--- src/hw/rtl/lwq_pkg.sv ---
// Shared types and constants for the lease-based work queue.
// Holds field widths, request and record codes, controller states and the
// command and status structs between the controller and the datapath.
package lwq_pkg;

	// Widths of the request and response fields.
	localparam int MODE_W   = 3;
	localparam int WORKER_W = 16;
	localparam int INDEX_W  = 10;
	localparam int LEASE_W  = 16;
	localparam int NOW_W    = 32;
	localparam int STATUS_W = 2;
	localparam int COUNT_W  = 11;

	// Defaults for the top-level parameters.
	localparam int MAX_ITEMS_DEF   = 1024;
	localparam int WORKER_BITS_DEF = 16;
	localparam int TIME_BITS_DEF   = 32;

	// Configuration port.
	localparam int APB_AW = 2;
	localparam int APB_DW = 32;
	localparam logic [APB_AW-1:0] REG_ITEMS_ADDR = 2'd0;

	typedef enum logic [MODE_W-1:0] {
		MODE_CLAIM    = 3'd0,
		MODE_RENEW    = 3'd1,
		MODE_COMPLETE = 3'd2,
		MODE_RELEASE  = 3'd3,
		MODE_PROBE    = 3'd4
	} mode_t;

	typedef enum logic [STATUS_W-1:0] {
		STAT_APPLIED = 2'd0,
		STAT_IGNORED = 2'd1,
		STAT_RANGE   = 2'd2,
		STAT_NONE    = 2'd3
	} status_t;

	typedef enum logic [1:0] {
		ST_PENDING = 2'd0,
		ST_CLAIMED = 2'd1,
		ST_DONE    = 2'd2
	} rec_state_t;

	localparam int REC_STATE_W = 2;

	typedef enum logic [2:0] {
		CS_CLEAR,
		CS_IDLE,
		CS_DECODE,
		CS_APPLY,
		CS_SCAN,
		CS_POST
	} ctl_state_t;

	// Commands from the controller to the datapath.
	typedef struct packed {
		logic clear_step;
		logic load_req;
		logic start_scan;
		logic scan_step;
		logic read_single;
		logic apply_single;
		logic reject;
		logic post;
	} lwq_cmd_t;

	// Status from the datapath to the controller.
	typedef struct packed {
		logic clear_last;
		logic req_scan;
		logic req_single;
		logic scan_end;
		logic out_free;
	} lwq_stat_t;

endpackage

--- src/hw/rtl/lwq_apb_regs.sv ---
// APB-style configuration register block holding items_in_use.
// Depends on lwq_pkg for the address and data widths.
module lwq_apb_regs (
	input  logic                       clk,
	input  logic                       arst_n,
	input  logic                       psel,
	input  logic                       penable,
	input  logic                       pwrite,
	input  logic [lwq_pkg::APB_AW-1:0] paddr,
	input  logic [lwq_pkg::APB_DW-1:0] pwdata,
	output logic [lwq_pkg::APB_DW-1:0] prdata,
	output logic                       pready,
	output logic [lwq_pkg::COUNT_W-1:0] items_in_use
);
	import lwq_pkg::*;

	logic [COUNT_W-1:0] items_q;
	logic               wr_en;

	assign pready = 1'b1;
	assign wr_en  = psel && penable && pwrite && (paddr == REG_ITEMS_ADDR);

	always_ff @(posedge clk or negedge arst_n) begin
		if (!arst_n) begin
			items_q <= '0;
		end else if (wr_en) begin
			items_q <= pwdata[COUNT_W-1:0];
		end
	end

	assign prdata       = (paddr == REG_ITEMS_ADDR) ? APB_DW'(items_q) : '0;
	assign items_in_use = items_q;

endmodule

--- config.mk ---
export PLATFORM = sky130hd
export DESIGN_NAME = lwq_apb_regs
export DESIGN_NICKNAME = d
export VERILOG_FILES = /design/src/hw/rtl/lwq_pkg.sv /design/src/hw/rtl/lwq_apb_regs.sv
export SDC_FILE = /design/constraint.sdc
export NUM_CORES = 1
export LEC_CHECK = 0
export ABC_AREA = 0
export BUFFER_PORTS_ARGS = -buffer_cell sky130_fd_sc_hd__clkbuf_2
export CAP_MARGIN = 0
export CELL_PAD_IN_SITES_DETAIL_PLACEMENT = 2
export CELL_PAD_IN_SITES_GLOBAL_PLACEMENT = 2
export CORE_ASPECT_RATIO = 1.1
export CORE_MARGIN = 2
export CORE_UTILIZATION = 14
export CTS_BUF_LIST = sky130_fd_sc_hd__clkbuf_4 sky130_fd_sc_hd__clkbuf_8 sky130_fd_sc_hd__clkbuf_16
export DETAILED_ROUTE_END_ITERATION = 7
export PLACE_DENSITY_LB_ADDON = 0.1
export SLEW_MARGIN = 20
export SYNTH_ARGS = -nofsm -noshare
export SYNTH_HDL_FRONTEND = slang
export SYNTH_SLANG_ARGS = --single-unit
--- constraint.sdc ---
create_clock -name clk -period 0.8 [get_ports clk]
set_input_delay 0.2 -clock clk [delete_from_list [all_inputs] [get_ports clk]]
set_output_delay 0.2 -clock clk [all_outputs]
set_load 0.02 [all_outputs]
## Word level (Yosys, flattened, before mapping)

Cells that the tools add are included.

| cells by class | value |
|---|---|
| muxes and demuxes | 1 |
| reduce and logical (&&, ||, !) cells | 4 |

Operators by type and width:

| operator | number |
|---|---|
| 11-bit 2-to-1 mux | 1 |
| 1-bit logical AND | 3 |
| 2-bit logical NOT | 1 |

| word-level totals | value |
|---|---|
| bits of input ports | 39 |
| word-level logic and storage cells | 6 |
| bits in registers | 11 |

## Longest topological paths before layout

| depth | value |
|---|---|
| word-level depth | 3 |
| mapped depth | 4 |
| gate-level depth less buffers | 3 |

## Worst setup path after synthesis

No wires, ideal clock.

| timing path | value |
|---|---|
| path type | input -> register |
| start | in paddr[1] (netlist bit) |
| end | reg items_q[0] (netlist: items_in_use[0]) |
| required time | 0.675 ns |
| buffers on the path | 1 |
| stages | 4 |
| arrival time | 0.906 ns |
| library setup time | 0.125 ns |
| slack | -0.231 ns |
| cell sequence | nor2_2 -> nand4_2 -> buf_6 -> mux2_4 |

| between the ends | value |
|---|---|
| longest elaborated chain between the ends | 2 |

RTL lines:

| item | line | source |
|---|---|---|
| from (decl) | lwq_apb_regs.sv:9 | `input logic [lwq_pkg::APB_AW-1:0] paddr,` |
| 2-bit logical NOT | lwq_apb_regs.sv:21 | `assign wr_en = psel && penable && pwrite && (paddr == REG_ITEMS_ADDR);` |
| 1-bit logical AND | lwq_apb_regs.sv:21 |  |
| to (signal assigned) | lwq_apb_regs.sv:27 | `items_q <= pwdata[COUNT_W-1:0];` |
| to (decl) | lwq_apb_regs.sv:17 | `logic [COUNT_W-1:0] items_q;` |

No other way between the ends.
A chain may end at the register's enable or synchronous reset.

## Worst setup path after layout

| timing path | value |
|---|---|
| start | reg items_q[7] (netlist: items_in_use[7]) |
| end | out items_in_use[7] (netlist bit) |

RTL lines:

| item | line | source |
|---|---|---|
| to (decl) | lwq_apb_regs.sv:13 | `output logic [lwq_pkg::COUNT_W-1:0] items_in_use` |

No word-level cell between the ends.

==> flow_metrics.env <==
export IMPL_cts_path_max_buffers=2
export IMPL_post_synth_num_cell_types=11
export IMPL_violations="setup timing"
export IMPL_cts_buffers=3
export IMPL_die_area_um2=5680
export IMPL_track_usage_pct=6.95
export IMPL_wl_per_cell_um=10.8
export IMPL_slew_violations=0
export IMPL_die_y_um=78.9
export IMPL_worstSkewPairLatency_ps=230
export IMPL_tns_ps=-7520
export IMPL_path_clk_slew_ps=50
export IMPL_largest_register_ffs=11
export IMPL_synth_top_area_share_pct=38.6
export IMPL_layout_setup_ws_ps=-307
export IMPL_ys_seq_elements=11
export IMPL_finalHoldViolations=0
export IMPL_cellPowerDensity_nw_per_um2=2140
export IMPL_final_cell_mix="conb_1 (22), buf_8 (18), clkbuf_2 (17), and2_4 (11), buf_6 (11)"
export IMPL_worstPathRequired_ps=600
export IMPL_peakVddDrop_uv=647
export IMPL_antenna_found_initial=0
export IMPL_grt_overflow=0
export IMPL_portBuffers=39
export IMPL_synth_top_area_cell="dfrtp_1"
export IMPL_setup_viol_count_final=33
export IMPL_die_x_um=72.1
export IMPL_cts_htree_levels=1
export IMPL_synth_area_leaders="dfrtp_1 (39%), buf_4 (23%), mux2_4 (21%)"
export IMPL_place_area_um2=1000
export IMPL_vias=586
export IMPL_first_global_vias=600
export IMPL_drive_above_1_share_pct=72.7
export IMPL_mostFrequentLayoutCell="conb_1"
export IMPL_synth_warnings=0
export IMPL_clock_sinks=11
export IMPL_p_total_uw=2970
export IMPL_rsz0062_at_grt="true"
export IMPL_drt_pass1_iter_count=3
export IMPL_max_freq_ghz=0.903
export IMPL_antenna_cells=0
export IMPL_hold_path_class="in -> reg"
export IMPL_rows=27
export IMPL_syn_instance_count=61
export IMPL_initialDrtViolationCount=5
export IMPL_antenna_left=0
export IMPL_fin_crit_ps=1110
export IMPL_seq_area_frac_synth_pct=38.6
export IMPL_syn_area_um2=713
export IMPL_syn_avg_cell_area_um2=11.7
export IMPL_crit_type="reg -> out"
export IMPL_grt_max_degree=12
export IMPL_tritoncts="done"
export IMPL_grt_pass1_wl_um=2970
export IMPL_arrival_ps=910
export IMPL_place_hpwl_um=1530
export IMPL_vias_per_cell=3.27
export IMPL_min_period_over_period_pct=138
export IMPL_status="complete, but fails checks"
export IMPL_core_area_um2=4970
export IMPL_drc=0
export IMPL_design_portCount=83
export IMPL_gp_congestion=0.661
export IMPL_fillers=544
export IMPL_fin_area_um2=1390
export IMPL_cp_max_fo=3
export IMPL_drt_wl_total_um=1930
export IMPL_syn_to_final_growth_pct=94.7
export IMPL_start_util_pct=14.4
export IMPL_drv_cap=0
export IMPL_start_kind="flop"
export IMPL_cp_end_kind="output port"
export IMPL_finalClockSkew_ps=0
export IMPL_nets=161
export IMPL_root_buffer="clkbuf_8"
export IMPL_power_leakage_uw=0.000736
-- report_power, final --
part | total (uW) | internal (uW) | switching [uW] | leakage [uW]
registers | 787 | 691 | 96.3 | 0.000134
clock network | 582 | 383 | 199 | 0.0000262
logic | 1600 | 983 | 614 | 0.000576
total | 2970 | 2060 | 910 | 0.000736
-- path summary, 6_finish.rpt --
kind                                              from                           end  slack [ps]  depth (start not counted)
hold / removal                               pwdata[0]   items_in_use[0]$_DFFE_PN0P_         190                          2
min in group asynchronous                       arst_n   items_in_use[1]$_DFFE_PN0P_         390                          2
max in group asynchronous                       arst_n  items_in_use[10]$_DFFE_PN0P_         160                          2
setup / recovery           items_in_use[7]$_DFFE_PN0P_               items_in_use[7]        -310                          2
hold reg to reg            items_in_use[0]$_DFFE_PN0P_   items_in_use[0]$_DFFE_PN0P_         620                          2
setup reg to reg           items_in_use[1]$_DFFE_PN0P_   items_in_use[1]$_DFFE_PN0P_        -180                          3
-- cell usage after synthesis --
cell       n
mux2_4    10
dfrtp_1   11
buf_6      1
clkbuf_1   1
and2_2     1
conb_1     2
nand4_2    1
and2_1    10
mux2_2     1
nor2_2     1
buf_4     22
-- routing by layer --
layer	up-vias	global-route usage (%)	routed length, um
met1	277	7.70	673
met2	39	11.9	1010
li1	268	-	-
met3	2	3.05	230
met4	0	2.26	15
met5	-	0	0
-- final cells by class --
class                           count  area [um2]  share of cell area [%]
Multi-Input combinational cell     46         373                    26.8
Tap cell                           58        72.6                    5.23
Clock buffer                        4        48.8                    3.51
Sequential cell                    11         277                    19.9
Timing Repair Buffer               60         618                    44.5
-- worst max-delay path: stages (launching register included) --
cell	delay [ps]
dfrtp_1	390
buf_4	140
clkbuf_8	140
-- what timing repair did --
| action | CTS | global route |
|---|---|---|
| hold buffers | 1 | 0 |
| pin swaps | 0 | 1 |
| resized for setup | 60 | 24 |
| endpoints found under the hold margin | 11 | 0 |
| buffers inserted | 10 | 0 |
| endpoints found under the setup margin | 33 | 33 |
-- stage by stage --
step / utilization (%) / std cells / hold WS [ps] / setup WS [ps]
6_report: 28.0 / 179 / 195 / -307
5_1_grt: 28.0 / 179 / 190 / -340
4_1_cts: 27.2 / 179 / 187 / -322
3_5_place_dp: 20.2 / 167 / 104 / -344
3_3_place_gp: 20.2 / 167 / 103 / -325
2_1_floorplan: - / 81 / -95.6 / -171
-- kinds of logic (layout without fill, tap and decap cells) --
kind of cell | Yosys count | in the layout | share of synthesized area [%]
multiplexers | 11 | 11 | 22.6
other | 2 | 22 | 1.05
AND/OR/NAND/NOR | 13 | 13 | 12.5
buffers and inverters | 24 | 64 | 25.3
flip-flops | 11 | 11 | 38.6
No activity file was read; power rests on OpenSTA's default activity.
