==> src/hw/rtl/lwq_pkg.sv <==
// Shared types and constants for the lease-based work queue.
// Holds field widths, request and record codes, controller states and the
// command and status structs between the controller and the datapath.
package lwq_pkg;

	// Widths of the request and response fields.
	localparam int MODE_W   = 3;
	localparam int WORKER_W = 16;
	localparam int INDEX_W  = 10;
	localparam int LEASE_W  = 16;
	localparam int NOW_W    = 32;
	localparam int STATUS_W = 2;
	localparam int COUNT_W  = 11;

	// Defaults for the top-level parameters.
	localparam int MAX_ITEMS_DEF   = 1024;
	localparam int WORKER_BITS_DEF = 16;
	localparam int TIME_BITS_DEF   = 32;

	// Configuration port.
	localparam int APB_AW = 2;
	localparam int APB_DW = 32;
	localparam logic [APB_AW-1:0] REG_ITEMS_ADDR = 2'd0;

	typedef enum logic [MODE_W-1:0] {
		MODE_CLAIM    = 3'd0,
		MODE_RENEW    = 3'd1,
		MODE_COMPLETE = 3'd2,
		MODE_RELEASE  = 3'd3,
		MODE_PROBE    = 3'd4
	} mode_t;

	typedef enum logic [STATUS_W-1:0] {
		STAT_APPLIED = 2'd0,
		STAT_IGNORED = 2'd1,
		STAT_RANGE   = 2'd2,
		STAT_NONE    = 2'd3
	} status_t;

	typedef enum logic [1:0] {
		ST_PENDING = 2'd0,
		ST_CLAIMED = 2'd1,
		ST_DONE    = 2'd2
	} rec_state_t;

	localparam int REC_STATE_W = 2;

	typedef enum logic [2:0] {
		CS_CLEAR,
		CS_IDLE,
		CS_DECODE,
		CS_APPLY,
		CS_SCAN,
		CS_POST
	} ctl_state_t;

	// Commands from the controller to the datapath.
	typedef struct packed {
		logic clear_step;
		logic load_req;
		logic start_scan;
		logic scan_step;
		logic read_single;
		logic apply_single;
		logic reject;
		logic post;
	} lwq_cmd_t;

	// Status from the datapath to the controller.
	typedef struct packed {
		logic clear_last;
		logic req_scan;
		logic req_single;
		logic scan_end;
		logic out_free;
	} lwq_stat_t;

endpackage

==> src/hw/rtl/lwq_ctrl.sv <==
// Controller state machine of the work queue: sequences the clearing pass,
// request intake, single-item updates, table scans and result posting.
// Depends on lwq_pkg for the state, command and status types.
module lwq_ctrl (
	input  logic               clk,
	input  logic               arst_n,
	input  logic               in_valid,
	output logic               in_ready,
	input  lwq_pkg::lwq_stat_t st,
	output lwq_pkg::lwq_cmd_t  cmd
);
	import lwq_pkg::*;

	ctl_state_t state_q;
	ctl_state_t state_d;

	always_ff @(posedge clk or negedge arst_n) begin
		if (!arst_n) begin
			state_q <= CS_CLEAR;
		end else begin
			state_q <= state_d;
		end
	end

	always_comb begin
		state_d  = state_q;
		cmd      = '0;
		in_ready = 1'b0;
		unique case (state_q)
			CS_CLEAR: begin
				cmd.clear_step = 1'b1;
				if (st.clear_last) begin
					state_d = CS_IDLE;
				end
			end
			CS_IDLE: begin
				in_ready = 1'b1;
				if (in_valid) begin
					cmd.load_req = 1'b1;
					state_d      = CS_DECODE;
				end
			end
			CS_DECODE: begin
				priority if (st.req_scan) begin
					cmd.start_scan = 1'b1;
					state_d        = CS_SCAN;
				end else if (st.req_single) begin
					cmd.read_single = 1'b1;
					state_d         = CS_APPLY;
				end else begin
					cmd.reject = 1'b1;
					state_d    = CS_POST;
				end
			end
			CS_APPLY: begin
				cmd.apply_single = 1'b1;
				state_d          = CS_POST;
			end
			CS_SCAN: begin
				cmd.scan_step = 1'b1;
				if (st.scan_end) begin
					state_d = CS_POST;
				end
			end
			CS_POST: begin
				if (st.out_free) begin
					cmd.post = 1'b1;
					state_d  = CS_IDLE;
				end
			end
			default: begin
				state_d = CS_IDLE;
			end
		endcase
	end

endmodule

==> config.mk <==
export PLATFORM = sky130hd
export DESIGN_NAME = lwq_ctrl
export DESIGN_NICKNAME = d
export VERILOG_FILES = /design/src/hw/rtl/lwq_pkg.sv /design/src/hw/rtl/lwq_ctrl.sv
export SDC_FILE = /design/constraint.sdc
export NUM_CORES = 1
export LEC_CHECK = 0
export BUFFER_PORTS_ARGS = -buffer_cell sky130_fd_sc_hd__buf_2
export CAP_MARGIN = 20
export CORE_AREA = 2 2 39 41
export CTS_CLUSTER_SIZE = 12
export DETAILED_ROUTE_END_ITERATION = 8
export DIE_AREA = 0 0 41 43
export GPL_TIMING_DRIVEN = 1
export SLEW_MARGIN = 15
export SYNTH_ARGS = -nofsm -noshare
export SYNTH_HDL_FRONTEND = slang
export SYNTH_SLANG_ARGS = --single-unit
==> constraint.sdc <==
create_clock -name clk -period 1.4 [get_ports clk]
set_input_delay 0.28 -clock clk [delete_from_list [all_inputs] [get_ports clk]]
set_output_delay 0.28 -clock clk [all_outputs]
set_load 0.01 [all_outputs]
Yosys cells after proc, flatten, opt, wreduce, memory -nomap -nowiden
Index checks and enable logic that the tools add are counted.

cells by class
  reductions and logical operators = 2
  shifts and indexed selects = 0
  divide/modulo/power cells = 0
  equality and inequality tests = 9
  multiplexer cells = 23
  order comparisons = 0
  add/subtract/negate cells = 0
  multipliers = 0
  bitwise logic cells = 0

operator list
  cell                                                                   number
  3-bit two-way mux                                                      6
  3-bit case mux with 6 select lines                                     1
  1-bit two-way mux                                                      16
  2-bit inequality test, second input constant                           4
  3-bit by 2-bit equality test with 1-bit output, second input constant  2
  3-bit equality test, second input constant                             2
  4-bit AND reduction                                                    1
  3-bit by 1-bit equality test with 1-bit output, second input constant  1
  3-bit logical NOT                                                      1

storage, ports and cells
  memories kept = 0
  bits in latches = 0
  output and inout bits = 9
  ROM bits = 0
  bits in writable memories = 0
  bits in registers = 3

Longest topological paths before layout
Gate-level depths: netlist of run 1.

  word-level depth = 3
  mapped depth = 3
  depth with buffers taken out = 2

Worst setup path after synthesis of run 1
No wires, ideal clock.

  kind = register to output
  start = register state_q[2]
  end = output port cmd[1] (netlist name)
  setup slack = 0.086 ns
  data arrival time = 1.034 ns
  required time = 1.120 ns
  path buffers = 1
  cell stages (with the launch flop) = 4
  cell sequence = dfrtp_1 > buf_4 > nand2b_1 > nor4_1

RTL lines
  what                    line            RTL
  start, declared         lwq_ctrl.sv:14  ctl_state_t state_q;
  start signal, assigned  lwq_ctrl.sv:21  state_q <= state_d;
  end, declared           lwq_ctrl.sv:10  output lwq_pkg::lwq_cmd_t cmd

==> results of run 1 <==
==> worst register-to-register path, cell delays in order, from the launching register on <==
cell and delay [ps]:
dfrtp_2 470, nor3b_2 190, buf_4 140, a221oi_1 270
==> metal layers <==
metal / vias up / part of all wire, % / global-route usage [%] / wire length (um)
met4: 0 / 6.1 / 14.00 / 42
met2: 16 / 44 / 13.44 / 300
met5: - / 0 / 0 / 0
met3: 5 / 9.3 / 4.712 / 64
met1: 127 / 41 / 9.385 / 282
li1: 142 / - / - / -
==> power by group <==
group	internal [mW]	switching, mW
registers	0.131	0.0890
clock network	0.107	0.0475
logic	0.238	0.181
total	0.476	0.318
==> through the flow <==
stage	worst slack [ps]	total power [mW]	utilization, %	cells
6_report	-97.59	0.7939	30.74	66
5_1_grt	-147.7	0.8561	30.74	66
4_1_cts	-80.94	0.7789	29.84	66
3_5_place_dp	87.64	0.5257	24.14	58
3_3_place_gp	92.85	0.5226	24.14	58
2_1_floorplan	86.16	0.4035	-	26
==> cells in the final DEF, fill, tap and decap left out, types with 2 or more instances in the layout <==
cell,count
dfrtp_2,3
inv_1,2
nor3_2,2
clkbuf_4,3
buf_4,5
buf_2,16
nor3_1,2
==> layout make-up <==
class	instances	area share, %
clock buffer	4	6.176
inverter	2	1.765
multi-input combinational	19	38.82
sequential	3	18.53
tap	16	4.706
timing repair buffer	22	30.00
==> cells by family (layout without fill, tap and decap cells) <==
family	after synthesis	after routing	synth area share, %
buffers and inverters	4	28	8.649
DFF	3	3	32.43
muxes	1	1	4.324
AOI/OAI and AO/OA	4	4	14.60
and+or+nand+nor	14	14	40.01
==> how the worst max path moves through the flow <==
stage,startpoint,to
floorplan,state_q[2]$_DFFE_PN0P_,cmd[1]
global placement,state_q[2]$_DFFE_PN0P_,cmd[1]
detailed placement,state_q[1]$_DFFE_PN0P_,cmd[3]
CTS,state_q[1]$_DFFE_PN0P_,cmd[3]
global route,state_q[1]$_DFFE_PN0P_,cmd[3]
finish,state_q[1]$_DFFE_PN0P_,cmd[3]
==> repair_timing <==
action / CTS / global route
pin swaps: 3 / 0
buffers inserted: 3 / 0
endpoints found under the setup margin: 9 / 9
resized for setup: 5 / 3
endpoints found under the hold margin: 3 / 0
hold buffers: 1 / 0
==> results.yml, run 1 <==
sta:
  fin_skew_ps: 0.3225
  slew-limit-headroom_pct: 84.37
  maxSlewViolCount: 0
  fin_tns_setup_ps: -281.8
  period_minus_slack_ps: 1498
  fin_ws_ps: -97.59
  fmax_mhz: 667.7
  setup_viol: 7
  tightest_slew_ps: 234.1
  finalHoldViolCount: 0
  whs_ps: 282.6
  rsz0062_at_grt: "yes"
  final.period_utilization_pct: 107.0
critical_path:
  rr_worst_depth: 3
  cp-start-kind: "register"
  crit_fanout: 7
  critical_path_cell_count: 3
  cp.required_ps: 1120
  path_cells: "nor3b_2 > and3_1 > buf_2"
  cp-end-kind: "primary output"
  r2r_start: "state_q[1]$_DFFE_PN0P_"
  critPathTopFamily: "flip-flops"
  worst_path_max_delay_cell: "dfrtp_2"
  critPathMaxStageDelay_ps: 460
  path_buf_inv: 1
  critPathArrivalTime_ps: 1220
  regToRegEndpoint: "state_q[0]$_DFFE_PN0P_"
  path_class: "reg2out"
  reg2reg_slack_ps: 230
finish:
  fill_cells: 153
  regMostFlops: "state_q"
  largest_reg_flops: 3
  seqCellArea_um2: 78.83
  antenna_cells: 0
  fin_area_um2: 425.4
  top_regs: "state_q x3"
  multiInputGateArea_um2: 165.2
  syn_to_final_growth_pct: 83.78
  fin_nets: 59
  drive_gt1_share_pct: 66.00
global_routing:
  overflow: 0
  grt_max_degree: 10
  grt_pass1_vias: 261
  grt_first_pass_wirelength_mm: 1.055
  grtUsageTotal_pct: 10.26
  grt_antenna_before_repair: 0
yosys:
  async_reset_ff_share_pct: 100.0
  synth-edff-count: 0
  synth_cells: 26
  yosysMostFrequentCell: "nor3_1"
  netlist.area_leader.share_pct: 32.43
  synthTopCellsByCount: "4 x nor3_1, 3 x dfrtp_1, 2 x inv_1, 2 x nor2_1"
  yosysSeqAreaShare_pct: 32.43
  syn_nets: 34
  synth_top_area_cell: "dfrtp_1"
  ys_seq_elements: 3
  syn_avg_cell_area_um2: 8.903
  netlist_area_um2: 231.5
  synth_top_cells_by_area: "dfrtp_1 32%, nor3_1 8.6%, nor4bb_2 7.0%"
  ys_types: 19
  synth_ff_type: "dfrtp_1"
  yosysWarnings: 0
pwr:
  vdd_drop_max_uv: 694.4
  p_leak_nw: 0.2207
  power-per-cell-area_nw_per_um2: 1866
hold_path:
  min-delay-path-class: "in2reg"
  holdPathStages: 2
  worstHoldStart: "st[3]"
  worstHoldEndpoint: "state_q[0]$_DFFE_PN0P_"
drt:
  firstDrtPassIters: 2
  wl_per_cell_um: 10.44
  drc: 0
  num_vias: 290
  viasPerCell: 4.394
  drt_iter0_drc: 1
  routed_wl_um: 689
  drtAntennaViolNets: 0
clock_network:
  numCtsBuffers: 3
  clock_tree.root_cell: "clkbuf_4"
  clock_latency_ps: 230
  htree_levels: 1
  cts_tree: "done"
  path_clk_slew_ps: 40
  cts.sinks: 3
  cts.path.max_buffers: 2
placement:
  place_congestion: 0.7561
  dpl.hpwl_um: 498.1
  place_area_um2: 334.1
  numPortBuffers: 16
die:
  chipHeight_um: 43
  die_w_um: 41
  rows: 14
  dieArea_um2: 1763
  initial_core_util_pct: 16.73
  core_um2: 1384
  pin_count: 17
outcome:
  outcome: "finished with violations"
  violations: "setup timing"
run:
  max-cap-violations: 0
(Power assumes the default switching activity.)
==> run 2: changes to the inputs <==
Settings changed: HOLD_SLACK_MARGIN set to 0.03.
Clock period 1.4 ns to 1.8 ns, I/O delays scaled along.
==> results.yml, run 2 (same netlist as run 1, synthesis figures left out) <==
outcome:
  outcome: "finished, final reports clean"
finish:
  drive_gt1_share_pct: 46.67
  seqCellArea_um2: 75.07
  multiInputGateArea_um2: 136.4
  syn_to_final_growth_pct: 53.51
  antenna_cells: 0
  top_regs: "state_q x3"
  largest_reg_flops: 3
  final_common_cell: "buf_2"
  regMostFlops: "state_q"
  instances_no_fill: 61
  mostFrequentLayoutCells: "16 x buf_2, 4 x nor3_1, 3 x clkbuf_4, 3 x dfrtp_1"
  fin_nets: 54
  fill_cells: 161
die:
  pin_count: 17
  rows: 14
  chipHeight_um: 43
  core_um2: 1384
  die_w_um: 41
  initial_core_util_pct: 16.73
  dieArea_um2: 1763
drt:
  wl_met1_um: 264
  detailroute.wirelength.met3_um: 83
  met2WireLength_um: 245
  drtAntennaViolNets: 0
  firstDrtPassIters: 2
  num_vias: 258
  drt_iter0_drc: 5
  drc: 0
  viasPerCell: 4.230
  wl_per_cell_um: 9.705
  routed_wl_um: 592
  top_layer: "met3"
sta:
  finalHoldViolCount: 0
  period_minus_slack_ps: 1661
  fin_skew_ps: 3.232
  final.period_utilization_pct: 92.27
  setup_viol: 0
  maxSlewViolCount: 0
  fmax_mhz: 602.1
  rsz0062_at_grt: "no"
  tightest_slew_ps: 320.1
  slew-limit-headroom_pct: 78.35
  fin_tns_setup_ps: 0
placement:
  dp.cells: 56
  place_congestion: 0.7217
  numPortBuffers: 16
  dpl.hpwl_um: 468.9
critical_path:
  cp-start-kind: "register"
  crit_fanout: 9
  path_class: "reg2out"
  critPathArrivalTime_ps: 1300
  critPathTopFamily: "flip-flops"
  path_buf_inv: 1
  cp.required_ps: 1440
  cp-end-kind: "primary output"
  cp-startpoint: "state_q[2]$_DFFE_PN0P_"
  r2r_start: "state_q[2]$_DFFE_PN0P_"
  rr_worst_depth: 2
  path_cells: "nand2b_1 > nor4_1 > buf_2"
  regToRegEndpoint: "state_q[0]$_DFFE_PN0P_"
  reg2reg_slack_ps: 700
  critPathMaxStageDelay_ps: 470
  worst_path_max_delay_cell: "dfrtp_1"
clock_network:
  cts.sinks: 3
  cts.path.max_buffers: 2
  clock_latency_ps: 230
  path_clk_slew_ps: 40
  cts_setup_buffers: 0
  cts_tree: "done"
  htree_levels: 1
  numCtsBuffers: 3
  clock_tree.root_cell: "clkbuf_4"
global_routing:
  grt_max_degree: 10
  grt_antenna_before_repair: 0
  grtUsageTotal_pct: 8.936
  overflow: 0
  grt_pass1_vias: 257
  grt_first_pass_wirelength_mm: 1.028
pwr:
  totalPowerFinal_mw: 0.4968
  p_leak_nw: 0.1868
  vdd_drop_max_uv: 565.2
  power-per-cell-area_nw_per_um2: 1398
hold_path:
  worstHoldEndpoint: "state_q[0]$_DFFE_PN0P_"
  worstHoldStart: "st[3]"
  holdPathStages: 2
  min-delay-path-class: "in2reg"
run:
  max-cap-violations: 0
[run 2: cell types whose count changed in the layout (fill, tap and decap cells not counted), moves of 2 or more]
cell	previous run	this run
nor3_2	2	0
dfrtp_1	0	3
nor3_1	2	4
dfrtp_2	3	0
buf_4	5	0
[run 2: metrics by stage]
stage | area [um2] | utilization (%) | setup WS (ps) | hold WS (ps)
6_report | 355.3 | 25.68 | 139.1 | 390.8
5_1_grt | 355.3 | 25.68 | 40.79 | 377.1
4_1_cts | 355.3 | 25.68 | 124.4 | 388.0
3_5_place_dp | 319.1 | 23.06 | 383.5 | 159.8
3_3_place_gp | 319.1 | 23.06 | 383.2 | 158.6
2_1_floorplan | 231.5 | - | 406.2 | 64.41
[run 2: where the power goes]
group          total (mW)  internal, mW  switching [mW]
combinational       0.219         0.113           0.106
clock               0.115        0.0829          0.0321
sequential          0.163        0.0959          0.0672
[run 2: repair_timing]
action | CTS | global route
hold buffers | 1 | 0
endpoints found under the hold margin | 3 | 0
gates resized for setup | 0 | 0
[run 2: area by class of cell]
type | count | area share, %
clock buffers | 4 | 7.394
inverters | 2 | 2.113
multi-input cells | 19 | 38.38
flip-flops and latches | 3 | 21.13
well taps | 16 | 5.634
repair buffers | 17 | 25.35
[run 2: worst register-to-register path, cell delays in order, from the launching register on]
cell and delay (ps):
dfrtp_1 470, nor4bb_2 380, a221oi_1 100
[run 2: worst max path at each step]
| stage | endpoint | cells after the start |
|---|---|---|
| floorplan | cmd[1] | 3 |
| global placement | cmd[1] | 3 |
| detailed placement | cmd[1] | 3 |
| CTS | cmd[1] | 3 |
| global route | cmd[6] | 2 |
| finish | cmd[1] | 3 |
[run 2: layer usage]
| metal | vias up | GRT usage (%) |
|---|---|---|
| met5 | - | 0 |
| met4 | 0 | 4.000 |
| met3 | 0 | 6.806 |
| met2 | 15 | 10.31 |
| met1 | 110 | 11.90 |
| li1 | 133 | - |
